File: config.mk
export PLATFORM = sky130hd
export DESIGN_NAME = efp_fmul
export DESIGN_NICKNAME = d
export VERILOG_FILES = /design/src/hdl/efp_pkg.sv /design/src/hdl/efp_fmul.sv
export SDC_FILE = /design/constraint.sdc
export NUM_CORES = 2
export LEC_CHECK = 0
export BUFFER_PORTS_ARGS = -buffer_cell sky130_fd_sc_hd__buf_2
export CAP_MARGIN = 20
export CORE_MARGIN = 8
export CORE_UTILIZATION = 55
export CTS_BUF_LIST = sky130_fd_sc_hd__clkbuf_4 sky130_fd_sc_hd__clkbuf_8
export DETAILED_ROUTE_END_ITERATION = 8
export PLACE_DENSITY_LB_ADDON = 0.08
export SLEW_MARGIN = 30
export SYNTH_ARGS = -nofsm -noshare
export SYNTH_HDL_FRONTEND = slang
export SYNTH_SLANG_ARGS = --single-unit
File: constraint.sdc
create_clock -name clk -period 13.8 [get_ports clk]
set_input_delay 0 -clock clk [delete_from_list [all_inputs] [get_ports clk]]
set_output_delay 0 -clock clk [all_outputs]
set_load 0.02 [all_outputs]
File: src/hdl/efp_pkg.sv
// Shared constants, register codes and interface types for the escape-time fractal pixel block.
`default_nettype none

package efp_pkg;

    // Fixed-point format of all complex values.
    localparam int FRAC_BITS        = 28;
    localparam int MAX_EXPONENT_DEF = 8;
    localparam int SQUARE_EXP       = 2;

    localparam int VAL_W   = 64;
    localparam int COORD_W = 32;
    localparam int PIX_W   = 16;
    localparam int ITER_W  = 16;
    localparam int MODE_W  = 2;
    localparam int EXP_W   = 4;
    localparam int LIMIT_W = 31;
    localparam int CFG_W   = 32;
    localparam int CFG_IDX_W = 3;

    // Internal values saturate to +/- (2^62 - 1).
    localparam logic signed [VAL_W-1:0] SAT_LIM = 64'sh3FFF_FFFF_FFFF_FFFF;
    localparam logic signed [VAL_W-1:0] FIX_ONE = 64'sd1 <<< FRAC_BITS;

    // Operating modes; the unused code behaves as the test pattern.
    localparam logic [MODE_W-1:0] MODE_TEST   = 2'd0;
    localparam logic [MODE_W-1:0] MODE_SQUARE = 2'd1;
    localparam logic [MODE_W-1:0] MODE_POWER  = 2'd2;

    // Configuration register indexes.
    localparam logic [CFG_IDX_W-1:0] REG_CORNER_REAL    = 3'd0;
    localparam logic [CFG_IDX_W-1:0] REG_CORNER_IMAG    = 3'd1;
    localparam logic [CFG_IDX_W-1:0] REG_STEP_REAL      = 3'd2;
    localparam logic [CFG_IDX_W-1:0] REG_STEP_IMAG      = 3'd3;
    localparam logic [CFG_IDX_W-1:0] REG_MAX_ITERATIONS = 3'd4;
    localparam logic [CFG_IDX_W-1:0] REG_MODE           = 3'd5;
    localparam logic [CFG_IDX_W-1:0] REG_EXPONENT       = 3'd6;
    localparam logic [CFG_IDX_W-1:0] REG_ESCAPE_LIMIT   = 3'd7;

    typedef struct packed {
        logic signed [COORD_W-1:0] corner_real;
        logic signed [COORD_W-1:0] corner_imag;
        logic signed [COORD_W-1:0] step_real;
        logic signed [COORD_W-1:0] step_imag;
        logic [ITER_W-1:0]         max_iterations;
        logic [MODE_W-1:0]         mode;
        logic [EXP_W-1:0]          exponent;
        logic [LIMIT_W-1:0]        escape_limit;
    } efp_cfg_t;

    localparam efp_cfg_t CFG_RESET = '{
        corner_real:    32'shE000_0000,
        corner_imag:    32'shE000_0000,
        step_real:      32'sd52429,
        step_imag:      32'sd69905,
        max_iterations: 16'd100,
        mode:           MODE_SQUARE,
        exponent:       4'd2,
        escape_limit:   31'd536870912
    };

    // Request to and response from the shared fixed-point multiplier.
    typedef struct packed {
        logic                     start;
        logic signed [VAL_W-1:0]  op_a;
        logic signed [VAL_W-1:0]  op_b;
    } fmul_req_t;

    typedef struct packed {
        logic                     done;
        logic signed [VAL_W-1:0]  product;
    } fmul_rsp_t;

endpackage

`default_nettype wire

File: src/hdl/efp_fmul.sv
// Shared multi-cycle fixed-point multiplier built from four 32x32 partial products.
`default_nettype none

module efp_fmul import efp_pkg::*; (
    input  wire            clk,
    input  wire            rst_n,
    input  wire fmul_req_t req,
    output fmul_rsp_t      rsp
);

    localparam int HALF_W = VAL_W / 2;
    localparam int ACC_W  = 2 * VAL_W;
    localparam int CNT_W  = 3;
    localparam logic [CNT_W-1:0] PP_LAST  = 3'd3;
    localparam logic [CNT_W-1:0] ACC_LAST = 3'd4;
    localparam logic [CNT_W-1:0] FIN_STEP = 3'd5;

    logic                     busy_reg;
    logic [CNT_W-1:0]         cnt_reg;
    logic                     done_reg;
    logic [VAL_W-1:0]         ma_reg;
    logic [VAL_W-1:0]         mb_reg;
    logic                     neg_reg;
    logic [VAL_W-1:0]         pp_reg;
    logic [1:0]               pp_idx_reg;
    logic [ACC_W-1:0]         acc_reg;
    logic signed [VAL_W-1:0]  prod_reg;

    logic [VAL_W-1:0]         abs_a;
    logic [VAL_W-1:0]         abs_b;
    logic [HALF_W-1:0]        half_a;
    logic [HALF_W-1:0]        half_b;
    logic [VAL_W-1:0]         pp_next;
    logic [ACC_W-1:0]         pp_shift;
    logic [ACC_W-1:0]         scaled;
    logic signed [VAL_W-1:0]  mag_sat;
    logic signed [VAL_W-1:0]  prod_next;

    assign abs_a = req.op_a[VAL_W-1] ? VAL_W'(-req.op_a) : VAL_W'(req.op_a);
    assign abs_b = req.op_b[VAL_W-1] ? VAL_W'(-req.op_b) : VAL_W'(req.op_b);

    always_comb
    begin
        case (cnt_reg[1:0])
            2'd0:
            begin
                half_a = ma_reg[HALF_W-1:0];
                half_b = mb_reg[HALF_W-1:0];
            end
            2'd1:
            begin
                half_a = ma_reg[HALF_W-1:0];
                half_b = mb_reg[VAL_W-1:HALF_W];
            end
            2'd2:
            begin
                half_a = ma_reg[VAL_W-1:HALF_W];
                half_b = mb_reg[HALF_W-1:0];
            end
            default:
            begin
                half_a = ma_reg[VAL_W-1:HALF_W];
                half_b = mb_reg[VAL_W-1:HALF_W];
            end
        endcase
    end

    assign pp_next = half_a * half_b;

    // Cross terms sit one half-word up, the high term a whole word up.
    always_comb
    begin
        case (pp_idx_reg)
            2'd0:    pp_shift = {{VAL_W{1'b0}}, pp_reg};
            2'd1,
            2'd2:    pp_shift = {{HALF_W{1'b0}}, pp_reg, {HALF_W{1'b0}}};
            default: pp_shift = {pp_reg, {VAL_W{1'b0}}};
        endcase
    end

    // The magnitude is truncated, saturated, and only then signed.
    assign scaled    = acc_reg >> FRAC_BITS;
    assign mag_sat   = (|scaled[ACC_W-1:VAL_W-2]) ? SAT_LIM
                                                  : $signed({2'b00, scaled[VAL_W-3:0]});
    assign prod_next = neg_reg ? -mag_sat : mag_sat;

    always_ff @(posedge clk or negedge rst_n)
    begin
        if (!rst_n)
        begin
            busy_reg <= 1'b0;
            cnt_reg  <= '0;
            done_reg <= 1'b0;
        end
        else
        begin
            done_reg <= 1'b0;
            if (req.start)
            begin
                busy_reg <= 1'b1;
                cnt_reg  <= '0;
            end
            else if (busy_reg)
            begin
                if (cnt_reg == FIN_STEP)
                begin
                    busy_reg <= 1'b0;
                    done_reg <= 1'b1;
                end
                cnt_reg <= cnt_reg + CNT_W'(1);
            end
        end
    end

    always_ff @(posedge clk)
    begin
        if (req.start)
        begin
            ma_reg  <= abs_a;
            mb_reg  <= abs_b;
            neg_reg <= req.op_a[VAL_W-1] ^ req.op_b[VAL_W-1];
            acc_reg <= '0;
        end
        else if (busy_reg)
        begin
            if (cnt_reg <= PP_LAST)
            begin
                pp_reg     <= pp_next;
                pp_idx_reg <= cnt_reg[1:0];
            end
            if (cnt_reg != '0 && cnt_reg <= ACC_LAST)
            begin
                acc_reg <= acc_reg + pp_shift;
            end
            if (cnt_reg == FIN_STEP)
            begin
                prod_reg <= prod_next;
            end
        end
    end

    assign rsp = '{done: done_reg, product: prod_reg};

    a_no_start_when_busy: assert property (@(posedge clk) disable iff (!rst_n)
        req.start |-> !busy_reg)
        else $error("multiplier started while a product is in progress");

    a_done_single_pulse: assert property (@(posedge clk) disable iff (!rst_n)
        done_reg |=> !done_reg)
        else $error("multiplier done held longer than one cycle");

    a_product_saturated: assert property (@(posedge clk) disable iff (!rst_n)
        done_reg |-> (prod_reg <= SAT_LIM && prod_reg >= -SAT_LIM))
        else $error("multiplier product outside the saturation range");

endmodule

`default_nettype wire

# Word-level counts from Yosys, hierarchy flattened
# Cells that the tools add are included.
totals:
  ff_bits: 392
  wordCells: 54
  inputBits: 131
classes:
  order_cmp: 2
  muxes: 15
  addsub: 5
  bitwise: 2
  mul: 1
  reduce_logical: 12
  eq_ne: 5
op_table:
  columns: ["cell", "count"]
  rows:
  - ["$pmux W128 S2", 1]
  - ["$add A128 B128 Y128", 1]
  - ["$neg A64 Y64", 2]
  - ["$mux W63", 2]
  - ["$mul A32 B32 Y64", 1]
  - ["$mux W32", 2]
  - ["$mux W64", 1]
  - ["$neg A62 Y64", 1]
  - ["$mux W62", 1]
  - ["$reduce_or A38 Y1", 1]
  - ["$mux W1", 6]
  - ["$mux W3", 2]
  - ["$reduce_and A3 Y1", 2]
  - ["$reduce_or A2 Y1", 3]
  - ["$eq A2 B1 Y1 const B", 2]
  - ["$eq A2 B2 Y1 const B", 2]
  - ["$logic_not A2 Y1", 2]
  - ["$add A3 B1 Y3 const B", 1]
  - ["$eq A3 B3 Y1 const B", 1]
  - ["$le A3 B2 Y1 const B", 1]
  - ["$le A3 B3 Y1 const B", 1]
  - ["$reduce_bool A3 Y1", 1]
  - ["$reduce_and A2 Y1", 1]
  - ["$reduce_bool A2 Y1", 1]
  - ["other kinds (3)", 3]

# Depth between registers and ports, before layout
logic_depth:
  depth_word: 4
  depth_mapped: 38

# Worst setup path before layout
# No wires, ideal clock.
synth_path:
  kind: "register to register"
  startpoint: "reg cnt_reg[0]"
  endpoint: "reg pp_reg[61], data pin"
  n_path_buf: 4
  path_slack_ns: 3.660
  t_arrival_ns: 9.874
  t_required_ns: 13.535
  setup_ns: 0.265
  path_stages_with_launch: 33
  synth_period_minus_slack_ns: 10.140
  cell_sequence: "dfrtp_1 inv_1 ha_1 nor2_1 clkbuf_1 buf_1 mux2i_1 clkbuf_1 nor2_1 fa_1 fa_1 inv_1 fa_1 fa_1 inv_1 fa_1 fa_1 fa_1 fa_1 ha_1 clkbuf_1 a21o_1 a211o_1 a2111oi_0 o211ai_1 o211ai_1 a311oi_1 a221oi_1 o21ai_0 a21o_1 a21oi_1 o21ai_0 xor2_1"
synth_between:
  elab_chain_len: 4
synth_lines:
  columns: ["element", "line_no", "rtl"]
  rows:
  - ["from (decl)", "efp_fmul.sv:19", "logic [CNT_W-1:0] cnt_reg;"]
  - ["from (signal assigned)", "efp_fmul.sv:110", "cnt_reg <= cnt_reg + CNT_W'(1);"]
  - ["$eq A2 B1 Y1 (tied with other cells)", "efp_fmul.sv:44", "case (cnt_reg[1:0])"]
  - ["$reduce_or A2 Y1 (no line)", null, null]
  - ["$mux W32", "efp_fmul.sv:44", null]
  - ["$mul A32 B32 Y64 (*)", "efp_fmul.sv:68", "assign pp_next = half_a * half_b;"]
  - ["named net pp_next[61]", "efp_fmul.sv:33", "logic [VAL_W-1:0] pp_next;"]
  - ["to (signal assigned)", "efp_fmul.sv:128", "pp_reg <= pp_next;"]
  - ["to (decl)", "efp_fmul.sv:24", "logic [VAL_W-1:0] pp_reg;"]
# The timed path passes the listed nets; every way through them passes the cells marked *.
# A chain may end at the register's enable or synchronous reset.

# Final worst setup path
# Ends and elaborated chain as after synthesis.

==> results.toml <==
[critical_path]
rrSetupSlack_ns = 1.69
worst_r2r_path_depth = 31
worstSetupStartpointType = "flip-flop"
cp.depth = 31
arrival_ns = 12.60
cpMaxStageDelayCell = "a2111oi_0"
crit_fanout = 35
cp_common_cell = "fa_1"
critPathKind = "flip-flop to flip-flop"
cp_num_buf_inv = 6
timing.rr.start = "cnt_reg[0]$_DFFE_PN0P_"
worst_ep_required_time_ns = 14.29
cpPeakStageDelay_ns = 0.86
crit_start = "cnt_reg[0]$_DFFE_PN0P_"
cp-end-kind = "flip-flop"
path_delay_family = "adder cells"

[placement]
placed_cells = 8043
place_hpwl_um = 165000
io_buffer_count = 195
place.gp.congestion = 1.04

[die]
row_count = 120
die_y_um = 344
initial_utilization_pct = 55.3
die_x_um = 344
coreArea_mm2 = 0.107
ios = 196
die_area_mm2 = 0.118

[sta]
tightest_slew_ns = 1.04
finalCriticalPeriod_ns = 12.11
hold_viol_final = 0
skew_ns = 0.0588
slew-limit-headroom_pct = 29.0
fin_setup_tns_ns = 0
rsz0062_at_grt = "no"
holdWs_ns = 0.0783
min_period_over_period_pct = 87.7
setup_viol = 0
slew_viol_final = 0
fmax_mhz = 82.6

[global_route]
grt-ovfl-total = 0
grt_pass1_wl_um = 320000
grt_max_degree = 66
track_usage_pct = 36.0
grt_pass1_vias = 52321
antenna_found_initial = 6

[layout]
largest_reg_flops = 128
synthToLayoutAreaGrowth_pct = 11.1
nNetsFinal = 8387
fill_cells = 9141
final_util_pct = 61.5
layout.cells.non_filler = 8435
drive_gt1_share_pct = 8.26

[outcome]
status = "finished, final reports clean"

[yosys]
syn-cell-area_mm2 = 0.0591
synthesis.nets = 8121
synthArstFlopShare_pct = 1.28
yosysSeqAreaShare_pct = 17.7
synth-edff-count = 259
yosysWarnings = 0
synthFlopType = "edfxtp_1"
synthCells = 6693
synth_seq_cells = 392
synth.distinct_cells = 85
syn_avg_cell_area_um2 = 8.83

[clock_network]
cts_tree = "done"
clk_latency_ns = 0.77
ctsLongestPathBuffers = 3
clk_pin_slew_ns = 0.06
cts-root-buf = "clkbuf_8"
clock_sinks = 392
postCtsResizedCells = 0
cts_inserted_buffers = 76
h-tree-depth = 3
holdBufCountCts = 238
cts_setup_buffers = 0

[drt]
route.vias.total = 50798
routed_wl_um = 214000
viasPerCell = 6.02
wire_per_inst_um = 25.3
drc = 0
drtAntennaViolNets = 0
dr.pass1.iters = 8
drtIter0Drc = 4540

[hold_path]
worstHoldStart = "req[127]"
hold_path_class = "primary input to flip-flop"
whs_path_depth = 4

[flow_run]
cap_violations = 0
-- path summary, 6_finish.rpt --
| kind | endpoint |
|---|---|
| worst min-delay path | ma_reg[37]$_DFFE_PP_ |
| min in group asynchronous | cnt_reg[0]$_DFFE_PN0P_ |
| max in group asynchronous | cnt_reg[2]$_DFFE_PN0P_ |
| worst min register to register | acc_reg[4]$_SDFFE_PP0P_ |
| worst max-delay path | pp_reg[61]$_DFFE_PP_ |
| worst max register to register | pp_reg[61]$_DFFE_PP_ |
-- metal layers --
metal	up-vias	global-route usage [%]	part of all wire, %
li1	22452	-	-
met1	25021	42.7	37
met2	2629	59.5	46
met3	696	8.77	9.3
met4	0	21.1	7.4
met5	-	0	0
-- final cells by class --
| cell class | instances | area, um^2 | share of cell area [%] |
|---|---|---|---|
| Timing Repair Buffer | 525 | 4150 | 6.32 |
| Inverter | 916 | 3440 | 5.24 |
| Clock buffer | 98 | 1240 | 1.89 |
| Antenna cell | 11 | 27.5 | 0.0419 |
| Clock inverter | 42 | 364 | 0.554 |
| Multi-Input combinational cell | 5048 | 44200 | 67.3 |
| Sequential cell | 392 | 10500 | 15.9 |
| Tap cell | 1403 | 1760 | 2.67 |
-- through the flow --
stage	setup WS, ns	instance area, um^2
after floorplan	3.66	59100
after global placement	2.00	61500
after detailed placement	1.69	61600
after CTS	1.76	65600
after global routing	1.34	65700
final	1.69	65700
-- kinds of logic (layout without fill, tap and decap cells) --
| family | count (synthesis) | after routing | share of synthesized area, % |
|---|---|---|---|
| buffers and inverters | 1253 | 1581 | 7.99 |
| AO/OA/AOI/OAI | 1139 | 1139 | 12.3 |
| multiplexers | 128 | 128 | 2.30 |
| flip-flops | 392 | 392 | 17.7 |
| adder cells (fa/ha/maj) | 1297 | 1297 | 38.9 |
| AND/OR/NAND/NOR | 2160 | 2160 | 16.0 |
| other | 0 | 11 | 0 |
| XOR/XNOR | 324 | 324 | 4.80 |
-- tightest hold or removal path, delay by kind of cell --
family / cells / cell delay, ns
xor+xnor: 1 / 0.12
buf+inv: 2 / 0.40
simple gates: 1 / 0.16
-- cell usage in the layout (no fill, tap or decap), types with 25 or more instances in the layout --
master	count
nand2b_1	28
o31ai_1	53
xnor2_1	229
nand4_1	76
o21bai_1	59
nand2_1	857
a211oi_1	25
xor2_1	95
a22o_1	94
nand3_1	50
a21oi_1	373
clkbuf_8	81
a21o_1	112
inv_1	914
and2_1	75
or3_1	41
nor2_1	782
buf_4	87
mux2i_2	36
mux2_2	63
o41ai_1	27
ha_1	399
o21ai_0	237
nor4_1	38
nor3_1	58
or4_1	29
dlygate4sd3_1	239
and3_1	25
edfxtp_1	259
dfxtp_1	128
fa_1	897
buf_2	193
-- cell usage after synthesis (38+ instances only) --
| cell type | instances | share of area, % |
|---|---|---|
| nand2_1 | 858 | 5.5 |
| edfxtp_1 | 259 | 13 |
| nand4_1 | 76 | 0.80 |
| nor3_1 | 58 | 0.49 |
| a21oi_1 | 373 | 3.2 |
| clkbuf_1 | 313 | 2.0 |
| ha_1 | 400 | 8.5 |
| dfxtp_1 | 128 | 4.3 |
| a21o_1 | 112 | 1.4 |
| inv_1 | 914 | 5.8 |
| nand3_1 | 51 | 0.43 |
| fa_1 | 897 | 30 |
| and2_1 | 76 | 0.80 |
| mux2_2 | 63 | 1.2 |
| o31ai_1 | 54 | 0.69 |
| o21ai_0 | 237 | 2.0 |
| or3_1 | 41 | 0.43 |
| xnor2_1 | 229 | 3.4 |
| nor2_1 | 788 | 5.0 |
| nor4_1 | 38 | 0.40 |
| a22o_1 | 94 | 1.4 |
| xor2_1 | 95 | 1.4 |
| mux2i_1 | 65 | 1.1 |
| o21bai_1 | 59 | 0.75 |
Power is not shown: default switching activity piles up to over one toggle a cycle in this logic, so the estimate is an artifact.
