File: src/hdl/efp_pkg.sv
// Shared constants, register codes and interface types for the escape-time fractal pixel block.
`default_nettype none

package efp_pkg;

    // Fixed-point format of all complex values.
    localparam int FRAC_BITS        = 28;
    localparam int MAX_EXPONENT_DEF = 8;
    localparam int SQUARE_EXP       = 2;

    localparam int VAL_W   = 64;
    localparam int COORD_W = 32;
    localparam int PIX_W   = 16;
    localparam int ITER_W  = 16;
    localparam int MODE_W  = 2;
    localparam int EXP_W   = 4;
    localparam int LIMIT_W = 31;
    localparam int CFG_W   = 32;
    localparam int CFG_IDX_W = 3;

    // Internal values saturate to +/- (2^62 - 1).
    localparam logic signed [VAL_W-1:0] SAT_LIM = 64'sh3FFF_FFFF_FFFF_FFFF;
    localparam logic signed [VAL_W-1:0] FIX_ONE = 64'sd1 <<< FRAC_BITS;

    // Operating modes; the unused code behaves as the test pattern.
    localparam logic [MODE_W-1:0] MODE_TEST   = 2'd0;
    localparam logic [MODE_W-1:0] MODE_SQUARE = 2'd1;
    localparam logic [MODE_W-1:0] MODE_POWER  = 2'd2;

    // Configuration register indexes.
    localparam logic [CFG_IDX_W-1:0] REG_CORNER_REAL    = 3'd0;
    localparam logic [CFG_IDX_W-1:0] REG_CORNER_IMAG    = 3'd1;
    localparam logic [CFG_IDX_W-1:0] REG_STEP_REAL      = 3'd2;
    localparam logic [CFG_IDX_W-1:0] REG_STEP_IMAG      = 3'd3;
    localparam logic [CFG_IDX_W-1:0] REG_MAX_ITERATIONS = 3'd4;
    localparam logic [CFG_IDX_W-1:0] REG_MODE           = 3'd5;
    localparam logic [CFG_IDX_W-1:0] REG_EXPONENT       = 3'd6;
    localparam logic [CFG_IDX_W-1:0] REG_ESCAPE_LIMIT   = 3'd7;

    typedef struct packed {
        logic signed [COORD_W-1:0] corner_real;
        logic signed [COORD_W-1:0] corner_imag;
        logic signed [COORD_W-1:0] step_real;
        logic signed [COORD_W-1:0] step_imag;
        logic [ITER_W-1:0]         max_iterations;
        logic [MODE_W-1:0]         mode;
        logic [EXP_W-1:0]          exponent;
        logic [LIMIT_W-1:0]        escape_limit;
    } efp_cfg_t;

    localparam efp_cfg_t CFG_RESET = '{
        corner_real:    32'shE000_0000,
        corner_imag:    32'shE000_0000,
        step_real:      32'sd52429,
        step_imag:      32'sd69905,
        max_iterations: 16'd100,
        mode:           MODE_SQUARE,
        exponent:       4'd2,
        escape_limit:   31'd536870912
    };

    // Request to and response from the shared fixed-point multiplier.
    typedef struct packed {
        logic                     start;
        logic signed [VAL_W-1:0]  op_a;
        logic signed [VAL_W-1:0]  op_b;
    } fmul_req_t;

    typedef struct packed {
        logic                     done;
        logic signed [VAL_W-1:0]  product;
    } fmul_rsp_t;

endpackage

`default_nettype wire

File: src/hdl/efp_seq.sv
// Iteration sequencer: forms c, raises z to the power, subtracts c and tests for escape.
`default_nettype none

module efp_seq import efp_pkg::*; #(
    parameter int MAX_EXPONENT = MAX_EXPONENT_DEF
) (
    input  wire               clk,
    input  wire               rst_n,
    input  wire efp_cfg_t     cfg,
    input  wire               in_valid,
    output logic              in_ready,
    input  wire [PIX_W-1:0]   pixel_x,
    input  wire [PIX_W-1:0]   pixel_y,
    output logic              res_valid,
    input  wire               res_ready,
    output logic [ITER_W-1:0] res_count,
    output fmul_req_t         req,
    input  wire fmul_rsp_t    rsp
);

    localparam int K_W = $clog2(MAX_EXPONENT + 1);
    localparam int CPROD_W = PIX_W + 1 + COORD_W;

    typedef enum logic [7:0] {
        S_IDLE = 8'b0000_0001,
        S_CRE  = 8'b0000_0010,
        S_CIM  = 8'b0000_0100,
        S_ITER = 8'b0000_1000,
        S_POW  = 8'b0001_0000,
        S_MUL  = 8'b0010_0000,
        S_WAIT = 8'b0100_0000,
        S_DONE = 8'b1000_0000
    } state_t;

    // Which real product the multiplier is working on.
    typedef enum logic [2:0] {
        T_RR = 3'd0,
        T_II = 3'd1,
        T_RI = 3'd2,
        T_IR = 3'd3,
        T_ZR = 3'd4,
        T_ZI = 3'd5
    } term_t;

    state_t                  state_reg, state_next;
    term_t                   term_reg, term_next;
    logic [ITER_W-1:0]       iter_reg, iter_next;
    logic [K_W-1:0]          j_reg, j_next;
    logic [K_W-1:0]          k_reg, k_next;
    logic [PIX_W-1:0]        px_reg, px_next;
    logic [PIX_W-1:0]        py_reg, py_next;
    logic signed [VAL_W-1:0] c_re_reg, c_re_next;
    logic signed [VAL_W-1:0] c_im_reg, c_im_next;
    logic signed [VAL_W-1:0] z_re_reg, z_re_next;
    logic signed [VAL_W-1:0] z_im_reg, z_im_next;
    logic signed [VAL_W-1:0] p_re_reg, p_re_next;
    logic signed [VAL_W-1:0] p_im_reg, p_im_next;
    logic signed [VAL_W-1:0] tmp_re_reg, tmp_re_next;
    logic signed [VAL_W-1:0] acc_reg, acc_next;
    logic [ITER_W-1:0]       res_reg, res_next;

    logic [K_W-1:0]            k_sel;
    logic [7:0]                pat_prod;
    logic [PIX_W-1:0]          pix_sel;
    logic signed [COORD_W-1:0] step_sel;
    logic signed [COORD_W-1:0] corner_sel;
    logic signed [CPROD_W-1:0] cprod;
    logic signed [VAL_W-1:0]   coord;
    logic signed [VAL_W-1:0]   mag;
    logic signed [VAL_W-1:0]   limit_ext;

    function automatic logic signed [VAL_W-1:0] sat_val(input logic signed [VAL_W-1:0] v);
        logic signed [VAL_W-1:0] r;
        r = v;
        if (v > SAT_LIM)
            r = SAT_LIM;
        else if (v < -SAT_LIM)
            r = -SAT_LIM;
        return r;
    endfunction

    always_comb
    begin
        if (cfg.mode == MODE_SQUARE)
            k_sel = K_W'(SQUARE_EXP);
        else if (int'(cfg.exponent) > MAX_EXPONENT)
            k_sel = K_W'(MAX_EXPONENT);
        else
            k_sel = K_W'(cfg.exponent);
    end

    // Only the low byte of the test pattern product is kept.
    assign pat_prod = 8'(pixel_x[7:0] * pixel_y[7:0]);

    // One small multiplier forms both coordinates, real part first.
    assign pix_sel    = (state_reg == S_CRE) ? px_reg : py_reg;
    assign step_sel   = (state_reg == S_CRE) ? cfg.step_real : cfg.step_imag;
    assign corner_sel = (state_reg == S_CRE) ? cfg.corner_real : cfg.corner_imag;
    assign cprod      = $signed({1'b0, pix_sel}) * step_sel;
    assign coord      = sat_val(VAL_W'(corner_sel) + VAL_W'(cprod));

    assign mag       = sat_val(acc_reg + rsp.product);
    assign limit_ext = $signed({{(VAL_W-LIMIT_W){1'b0}}, cfg.escape_limit});

    always_comb
    begin
        req.start = (state_reg == S_MUL);
        case (term_reg)
            T_RR:
            begin
                req.op_a = p_re_reg;
                req.op_b = z_re_reg;
            end
            T_II:
            begin
                req.op_a = p_im_reg;
                req.op_b = z_im_reg;
            end
            T_RI:
            begin
                req.op_a = p_re_reg;
                req.op_b = z_im_reg;
            end
            T_IR:
            begin
                req.op_a = p_im_reg;
                req.op_b = z_re_reg;
            end
            T_ZR:
            begin
                req.op_a = z_re_reg;
                req.op_b = z_re_reg;
            end
            default:
            begin
                req.op_a = z_im_reg;
                req.op_b = z_im_reg;
            end
        endcase
    end

    always_comb
    begin
        state_next  = state_reg;
        term_next   = term_reg;
        iter_next   = iter_reg;
        j_next      = j_reg;
        k_next      = k_reg;
        px_next     = px_reg;
        py_next     = py_reg;
        c_re_next   = c_re_reg;
        c_im_next   = c_im_reg;
        z_re_next   = z_re_reg;
        z_im_next   = z_im_reg;
        p_re_next   = p_re_reg;
        p_im_next   = p_im_reg;
        tmp_re_next = tmp_re_reg;
        acc_next    = acc_reg;
        res_next    = res_reg;

        case (state_reg)
            S_IDLE:
            begin
                if (in_valid)
                begin
                    px_next = pixel_x;
                    py_next = pixel_y;
                    if (cfg.mode == MODE_SQUARE || cfg.mode == MODE_POWER)
                    begin
                        k_next     = k_sel;
                        iter_next  = '0;
                        z_re_next  = '0;
                        z_im_next  = '0;
                        state_next = S_CRE;
                    end
                    else
                    begin
                        res_next   = {{(ITER_W-8){1'b0}}, pat_prod};
                        state_next = S_DONE;
                    end
                end
            end
            S_CRE:
            begin
                c_re_next  = coord;
                state_next = S_CIM;
            end
            S_CIM:
            begin
                c_im_next  = coord;
                state_next = S_ITER;
            end
            S_ITER:
            begin
                if (iter_reg == cfg.max_iterations)
                begin
                    res_next   = iter_reg;
                    state_next = S_DONE;
                end
                else
                begin
                    p_re_next  = FIX_ONE;
                    p_im_next  = '0;
                    j_next     = '0;
                    state_next = S_POW;
                end
            end
            S_POW:
            begin
                if (j_reg == k_reg)
                begin
                    z_re_next = sat_val(p_re_reg - c_re_reg);
                    z_im_next = sat_val(p_im_reg - c_im_reg);
                    term_next = T_ZR;
                end
                else
                begin
                    term_next = T_RR;
                end
                state_next = S_MUL;
            end
            S_MUL:
            begin
                state_next = S_WAIT;
            end
            S_WAIT:
            begin
                if (rsp.done)
                begin
                    case (term_reg)
                        T_RR:
                        begin
                            acc_next   = rsp.product;
                            term_next  = T_II;
                            state_next = S_MUL;
                        end
                        T_II:
                        begin
                            tmp_re_next = sat_val(acc_reg - rsp.product);
                            term_next   = T_RI;
                            state_next  = S_MUL;
                        end
                        T_RI:
                        begin
                            acc_next   = rsp.product;
                            term_next  = T_IR;
                            state_next = S_MUL;
                        end
                        T_IR:
                        begin
                            p_re_next  = tmp_re_reg;
                            p_im_next  = sat_val(acc_reg + rsp.product);
                            j_next     = j_reg + K_W'(1);
                            state_next = S_POW;
                        end
                        T_ZR:
                        begin
                            acc_next   = rsp.product;
                            term_next  = T_ZI;
                            state_next = S_MUL;
                        end
                        T_ZI:
                        begin
                            if (mag >= limit_ext)
                            begin
                                res_next   = iter_reg;
                                state_next = S_DONE;
                            end
                            else
                            begin
                                iter_next  = iter_reg + ITER_W'(1);
                                state_next = S_ITER;
                            end
                        end
                        default:
                        begin
                            state_next = S_IDLE;
                        end
                    endcase
                end
            end
            S_DONE:
            begin
                if (res_ready)
                    state_next = S_IDLE;
            end
            default:
            begin
                state_next = S_IDLE;
            end
        endcase
    end

    always_ff @(posedge clk or negedge rst_n)
    begin
        if (!rst_n)
        begin
            state_reg <= S_IDLE;
            term_reg  <= T_RR;
            iter_reg  <= '0;
            j_reg     <= '0;
            k_reg     <= '0;
        end
        else
        begin
            state_reg <= state_next;
            term_reg  <= term_next;
            iter_reg  <= iter_next;
            j_reg     <= j_next;
            k_reg     <= k_next;
        end
    end

    always_ff @(posedge clk)
    begin
        px_reg     <= px_next;
        py_reg     <= py_next;
        c_re_reg   <= c_re_next;
        c_im_reg   <= c_im_next;
        z_re_reg   <= z_re_next;
        z_im_reg   <= z_im_next;
        p_re_reg   <= p_re_next;
        p_im_reg   <= p_im_next;
        tmp_re_reg <= tmp_re_next;
        acc_reg    <= acc_next;
        res_reg    <= res_next;
    end

    assign in_ready  = (state_reg == S_IDLE);
    assign res_valid = (state_reg == S_DONE);
    assign res_count = res_reg;

    a_iter_within_limit: assert property (@(posedge clk) disable iff (!rst_n)
        (state_reg == S_ITER || state_reg == S_POW || state_reg == S_MUL
         || state_reg == S_WAIT) |-> iter_reg <= cfg.max_iterations)
        else $error("iteration count ran past the limit");

    a_start_then_wait: assert property (@(posedge clk) disable iff (!rst_n)
        req.start |=> state_reg == S_WAIT)
        else $error("multiplier started without waiting for its product");

    a_power_count: assert property (@(posedge clk) disable iff (!rst_n)
        state_reg == S_POW |-> j_reg <= k_reg)
        else $error("power step count exceeded the exponent");

endmodule

`default_nettype wire

File: config.mk
export PLATFORM = sky130hd
export DESIGN_NAME = efp_seq
export DESIGN_NICKNAME = d
export VERILOG_FILES = /design/src/hdl/efp_pkg.sv /design/src/hdl/efp_seq.sv
export SDC_FILE = /design/constraint.sdc
export NUM_CORES = 2
export LEC_CHECK = 0
export ABC_AREA = 1
export BUFFER_PORTS_ARGS = -buffer_cell sky130_fd_sc_hd__clkbuf_2
export CAP_MARGIN = 20
export CORE_MARGIN = 3
export CORE_UTILIZATION = 40
export CTS_CLUSTER_SIZE = 25
export DETAILED_ROUTE_END_ITERATION = 16
export PLACE_DENSITY_LB_ADDON = 0.12
export SLEW_MARGIN = 10
export SYNTH_ARGS = -nofsm -noshare
export SYNTH_HDL_FRONTEND = slang
export SYNTH_SLANG_ARGS = --single-unit
File: constraint.sdc
create_clock -name clk -period 24.3 [get_ports clk]
set_input_delay 4.86 -clock clk [delete_from_list [all_inputs] [get_ports clk]]
set_output_delay 4.86 -clock clk [all_outputs]
set_load 0.005 [all_outputs]
# Word level (Yosys, flattened, before mapping)
# Cells that the tools add are included.
# W data, S select, Z words.
dict set report word_totals {
  inputBits 282
  ff_bits 595
  word_cells 146
  output_inout_bits 147
}
dict set report op_classes {
  reduce_logical 20
  muxes 58
  multipliers 2
  n_eq_ne 30
  order_cmp 12
  add_sub_neg 7
}
# cell n
set op_table {}
lappend op_table {{$mux W64} 19}
lappend op_table {{$pmux W128 S5} 1}
lappend op_table {{$pmux W64 S2} 4}
lappend op_table {{$gt A64 B63 Y1 const B} 4}
lappend op_table {{$lt A64 B63 Y1 const B} 4}
lappend op_table {{$mux W16} 12}
lappend op_table {{$sub A64 B64 Y64} 3}
lappend op_table {{$add A64 B64 Y64} 1}
lappend op_table {{$ge A64 B32 Y1} 1}
lappend op_table {{$mux W32} 2}
lappend op_table {{$pmux W8 S8} 1}
lappend op_table {{$gt A50 B63 Y1 const B} 1}
lappend op_table {{$lt A50 B63 Y1 const B} 1}
lappend op_table {{$add A32 B49 Y50} 1}
lappend op_table {{$mul A17 B32 Y49} 1}
lappend op_table {{$mux W8} 6}
lappend op_table {{$pmux W16 S3} 1}
lappend op_table {{$pmux W16 S2} 1}
lappend op_table {{$pmux W8 S3} 1}
lappend op_table {{$mux W4} 5}
lappend op_table {{$ne A2 B2 Y1 const B} 9}
lappend op_table {{$add A16 B1 Y16 const B} 1}
lappend op_table {{$eq A16 B16 Y1} 1}
lappend op_table {{$reduce_and A3 Y1} 5}
lappend op_table {{34 further kinds} 43}

# Depth between registers and ports, before layout
dict set report depth {
  word_depth 9
  ltp_mapped 45
  depth_no_buf 40
}

# Least setup slack after synthesis
# OpenSTA, ideal clock, no wires.
dict set report synth_path {
  kind {input-to-reg}
  start {input cfg[37] in the netlist's numbering}
  end {register j_reg[3]}
  setup_time_ns 0.072
  t_arrival_ns 11.812
  required_time_ns 24.228
  setup_slack_ns 12.416
  cell_stages 10
  path_cell_list {xor2_1 > nor4_1 > nand3_1 > nor2_1 > nor2_1 > a31oi_1 > nor2_1 > nand4_1 > xor2_1 > nor2_1}
}
dict set report synth_between {
  elab_chain_len 3
}
# element line
set synth_rtl {}
lappend synth_rtl {{start, declared} efp_seq.sv:9} ;# input wire efp_cfg_t cfg,
lappend synth_rtl {{$eq A16 B16 Y1} efp_seq.sv:195} ;# if (iter_reg == cfg.max_iterations)
lappend synth_rtl {{$ne A2 B2 Y1 (no source line)} -}
lappend synth_rtl {{$reduce_and A4 Y1 (no source line)} -}
lappend synth_rtl {{end signal, assigned} efp_seq.sv:309} ;# j_reg <= j_next;
lappend synth_rtl {{end, declared} efp_seq.sv:48} ;# logic [K_W-1:0] j_reg, j_next;
# No other way between the ends.
# A chain may end at the register's enable or synchronous reset.

# Worst setup path in the final report
dict set report layout_path {
  start {input cfg[91] in the netlist's numbering}
  end {register c_re_reg[47] (data pin)}
}
dict set report layout_between {
  elab_chain_len 6
  word_cells_on_any_way 7
}
# element line
set layout_rtl {}
lappend layout_rtl {{$mux W32 (*)} efp_seq.sv:97} ;# assign step_sel = (state_reg == S_CRE) ? cfg.step_real : cfg.step_imag;
lappend layout_rtl {{$mul A17 B32 Y49 (*)} efp_seq.sv:99} ;# assign cprod = $signed({1'b0, pix_sel}) * step_sel;
lappend layout_rtl {{$add A32 B49 Y50 (*)} efp_seq.sv:100} ;# assign coord = sat_val(VAL_W'(corner_sel) + VAL_W'(cprod));
lappend layout_rtl {{$lt A50 B63 Y1} efp_seq.sv:77} ;# else if (v < -SAT_LIM)
lappend layout_rtl {{$mux W64} efp_seq.sv:77}
lappend layout_rtl {{$mux W64 (*)} efp_seq.sv:75} ;# if (v > SAT_LIM)
lappend layout_rtl {{net coord[47]} efp_seq.sv:68} ;# logic signed [VAL_W-1:0] coord;
lappend layout_rtl {{end signal, assigned} efp_seq.sv:318} ;# c_re_reg <= c_re_next;
lappend layout_rtl {{end, declared} efp_seq.sv:52} ;# logic signed [VAL_W-1:0] c_re_reg, c_re_next;
# The timed path passes the listed nets; every way through them passes the cells marked *.

==> Flow_metrics.wiki <==
{| class="wikitable"
! Metric !! Value
|-
| Result of the run || completed
|-
| Site row count || 147
|-
| Post-synthesis area per instance || ~7.5 µm²
|-
| Total non-filler cell area in the finished layout || 72500 µm²
|-
| Wire length of the first global-routing pass || 416000 µm
|-
| H-Tree Level Count || 3
|-
| Maximum net fanout on the critical path || 9
|-
| Data arrival time of the critical path || 12.52 ns
|-
| Data required time of the worst path || about 25 ns
|-
| HPWL after DPL || 249000 µm
|-
| Worst min-delay path category || reg -> reg
|-
| Number of flops mapped to enable cells by yosys || 534
|-
| Clock Latency Late Sink || slightly below 0.7 ns
|-
| Number of instances resized during post-cts repair || 0
|-
| Maximum number of pins on one net before global-route repair || 78
|-
| Routed wire length || 289000 µm
|-
| Yosys top cell area share || 24.5%
|-
| Tot GR Track Use || 34.0%
|-
| Num CTS Buffers || roughly 70
|-
| Max-slew headroom || 24.1%
|-
| Non-filler instance count after layout || 11200
|-
| Syn Std Cell Area || between 60000 and 70000 µm²
|-
| Share of synthesized registers carrying an async set or reset || 6.15%
|-
| Root buffer selected by CTS || sky130_fd_sc_hd__clkbuf_16
|-
| Sum of overflow across all layers after global routing || 0
|-
| Number of top-level pins || about 430
|-
| Via-to-Cell Ratio || 5.38
|-
| Max cap viols || 0
|-
| Post-synthesis share of cell area spent on xor and xnor gates || 3.79%
|-
| Total negative slack for setup checks || 0 ns
|-
| Die Ht || 411 µm
|-
| Worst slack at placement || 11.60 ns
|-
| Synthesis-to-layout area growth || 10.6%
|-
| Multi-input gate area in the final layout || 40900 µm²
|-
| Via count of the first global-routing pass || 60100
|-
| Layout cells sized above 1 || a little under a tenth
|-
| Post-route worst setup slack || 12.21 ns
|-
| Width of the die || 411 µm
|-
| Number of antenna violations at the first check in global routing || 23
|-
| Fraction of the cycle the final worst path needs || 49.8%
|-
| Synthesized instance count || 8698
|-
| Leading post-synthesis cells by cell area || sky130_fd_sc_hd__edfxtp_1, sky130_fd_sc_hd__fa_1, sky130_fd_sc_hd__nand2_1
|-
| Net count after synthesis || 9946
|-
| Total core area || 162000 µm²
|-
| Worst Setup End Kind || register
|-
| Final clock skew || 0.0438 ns
|-
| Register cell area after layout || 16900 µm²
|-
| Die Outline Area || about 170000 µm²
|-
| Peak per-stage delay on the critical path || roughly 0.83 ns
|-
| Post-layout nets || 10300
|-
| WS Path Type || in -> reg
|-
| Starting Density || 40.6%
|-
| CTS tree || yes
|-
| Global placer's final weighted congestion || 1.03
|-
| Filler cells || 16700
|-
| Sequential area share after synthesis || between 20 and 30%
|-
| Actual slew at the worst max-slew pin || 1.13 ns
|-
| Most Frequent Cell on Critical Path || sky130_fd_sc_hd__fa_1
|-
| Drt wl/cell || 25.7 µm
|-
| Hold Vio Cnt, Final || 0
|-
| CTS clk-pin slew, worst paths || 0.06 ns
|-
| Max-slew violation total from the final report || 0
|-
| Setup Viol. Count Final || 0
|-
| Sink count of the clock tree || 569
|-
| Maximum clock frequency || 82.7 MHz
|-
| Synthesis-stage register bit count || 569
|-
| Main synth FF type || sky130_fd_sc_hd__edfxtp_1
|-
| Synthesized-area fraction occupied by adder cells || 24.6%
|-
| Post-CTS Repair Setup Buffers || 0
|-
| First-pass iteration count of the detailed router || 6
|-
| Compound-Gate Fraction of Synth Area || 11.2%
|-
| Post-synthesis cell type with the largest combined area || sky130_fd_sc_hd__edfxtp_1
|-
| Vias || roughly 61000
|-
| Mux cell area share after synthesis || 1.01%
|-
| Number of synthesis warnings || 0
|-
| Residual antenna-violating net count after detailed routing || 0
|-
| Detailed-route DRC error count || 0
|-
| Placed Area || around 70000 µm²
|-
| Drt initial violations || between 5000 and 6000
|-
| Number of buffer cells added on primary ports || around 430
|-
| RSZ-0062 raised after global routing || false
|-
| Tmin final || 12.09 ns
|-
| Largest family of logic cells by synthesized area || adder cells
|-
| Cts hold-fix bufs || 0
|-
| Number of placed instances with taps included || 11100
|-
| CP max stage cell || sky130_fd_sc_hd__o21ai_1
|-
| Startpoint Class || input port
|-
| Number of buffers on the longest clock path || 3
|-
| Count of different cell masters after synthesis || 64
|-
| Simple-gate share of the synthesized area || 21.5%
|}
## synth_stat cells (29+ instances only)
master and n:
sky130_fd_sc_hd__dfrtp_1 34, sky130_fd_sc_hd__o21bai_1 39, sky130_fd_sc_hd__mux2i_1 29, sky130_fd_sc_hd__xor2_1 195, sky130_fd_sc_hd__nor2_1 1060, sky130_fd_sc_hd__edfxtp_1 534, sky130_fd_sc_hd__xnor2_1 89, sky130_fd_sc_hd__nand4_1 54
sky130_fd_sc_hd__inv_1 1743, sky130_fd_sc_hd__o21ai_0 326, sky130_fd_sc_hd__nor4_1 49, sky130_fd_sc_hd__o2111ai_1 35, sky130_fd_sc_hd__inv_2 34, sky130_fd_sc_hd__nand3_1 262, sky130_fd_sc_hd__fa_1 541, sky130_fd_sc_hd__clkbuf_1 190
sky130_fd_sc_hd__a21o_1 34, sky130_fd_sc_hd__mux2_2 33, sky130_fd_sc_hd__a31oi_1 50, sky130_fd_sc_hd__nand2_1 1847, sky130_fd_sc_hd__a21oi_1 651, sky130_fd_sc_hd__nor3_1 81, sky130_fd_sc_hd__ha_1 425, sky130_fd_sc_hd__a221oi_1 44
## cells in the final DEF, fill, tap and decap left out, types with 16 or more instances in the layout
cell,netlist,routed
sky130_fd_sc_hd__mux2i_1,29,29
sky130_fd_sc_hd__o2111ai_1,35,35
sky130_fd_sc_hd__a31oi_1,50,50
sky130_fd_sc_hd__dfrtp_1,34,34
sky130_fd_sc_hd__edfxtp_1,534,534
sky130_fd_sc_hd__ha_1,425,425
sky130_fd_sc_hd__fa_1,541,541
sky130_fd_sc_hd__nor4_1,49,49
sky130_fd_sc_hd__nor3_1,81,80
sky130_fd_sc_hd__o21ai_0,326,315
sky130_fd_sc_hd__nor2_1,1060,1054
sky130_fd_sc_hd__inv_2,34,35
sky130_fd_sc_hd__o21ai_1,19,19
sky130_fd_sc_hd__o21bai_1,39,39
sky130_fd_sc_hd__xor2_1,195,195
sky130_fd_sc_hd__a221oi_1,44,44
sky130_fd_sc_hd__clkbuf_16,0,72
sky130_fd_sc_hd__inv_1,1743,1741
sky130_fd_sc_hd__buf_4,18,88
sky130_fd_sc_hd__nand3_1,262,262
sky130_fd_sc_hd__clkinv_1,7,21
sky130_fd_sc_hd__o21a_1,26,26
sky130_fd_sc_hd__o211ai_1,16,16
sky130_fd_sc_hd__or2_2,25,25
sky130_fd_sc_hd__nand2_1,1847,1844
sky130_fd_sc_hd__xnor2_1,89,89
sky130_fd_sc_hd__mux2_2,33,33
sky130_fd_sc_hd__nand4_1,54,54
sky130_fd_sc_hd__a21o_1,34,34
sky130_fd_sc_hd__nor2_2,23,24
sky130_fd_sc_hd__clkbuf_2,1,428
sky130_fd_sc_hd__a21oi_1,651,649
sky130_fd_sc_hd__a21oi_2,17,17
sky130_fd_sc_hd__nand2_2,24,26
## cell families after synthesis
logic type | count (synthesis)
AO/OA/AOI/OAI | 1302
XOR/XNOR | 284
adder cells (fa/ha/maj) | 966
flip-flops | 569
buffers and inverters | 2048
multiplexers | 62
AND/OR/NAND/NOR | 3467
## final cells by class
class | instances | area share, %
multi-input cells | 6081 | 56.4
inverters | 1784 | 9.24
clock buffers | 84 | 2.55
well taps | 2160 | 3.73
clock inverters | 47 | 0.794
repair buffers | 519 | 3.95
flip-flops and latches | 569 | 23.3
diodes | 5 | 0.0173
## routing by layer
| metal | wire length (µm) | vias to the layer above | global-route usage [%] |
|---|---|---|---|
| li1 | - | 28100 | - |
| met2 | 125000 | 2371 | 51.8 |
| met5 | 69 | - | 0 |
| met3 | 23200 | 370 | 5.70 |
| met1 | 128000 | 29700 | 48.3 |
| met4 | 12600 | 12 | 12.6 |
## critical path: cells and delay by family
| kind | cells | cell delay, ns |
|---|---|---|
| AND/OR/NAND/NOR | 6 | 0.94 |
| adder cells (fa/ha/maj) | 7 | 3.37 |
| buffers and inverters | 5 | 0.70 |
| XOR/XNOR | 1 | 0.40 |
| AO/OA/AOI/OAI | 6 | 2.25 |
## path summary, 6_finish.rpt
check,startpoint,to,slack (ns),cells past startpoint
worst min register to register,tmp_re_reg[28],p_re_reg[28],0.52,1
worst min-delay path,tmp_re_reg[28],p_re_reg[28],0.52,1
worst max register to register,state_reg[5],c_re_reg[47],14.01,30
max in group asynchronous,rst_n,state_reg[0],19.54,2
min in group asynchronous,rst_n,iter_reg[10],4.17,1
worst max-delay path,cfg[91],c_re_reg[47],12.21,25
## stage by stage
stage | utilization (%) | hold WS [ns]
after floorplan | - | 0.472
after global placement | 43.3 | 0.497
after detailed placement | 43.3 | 0.506
after CTS | 44.8 | 0.519
after global routing | 44.8 | 0.544
final | 44.8 | 0.517
Power is not shown: default switching activity piles up to over one toggle a cycle in this logic, so the estimate is an artifact.
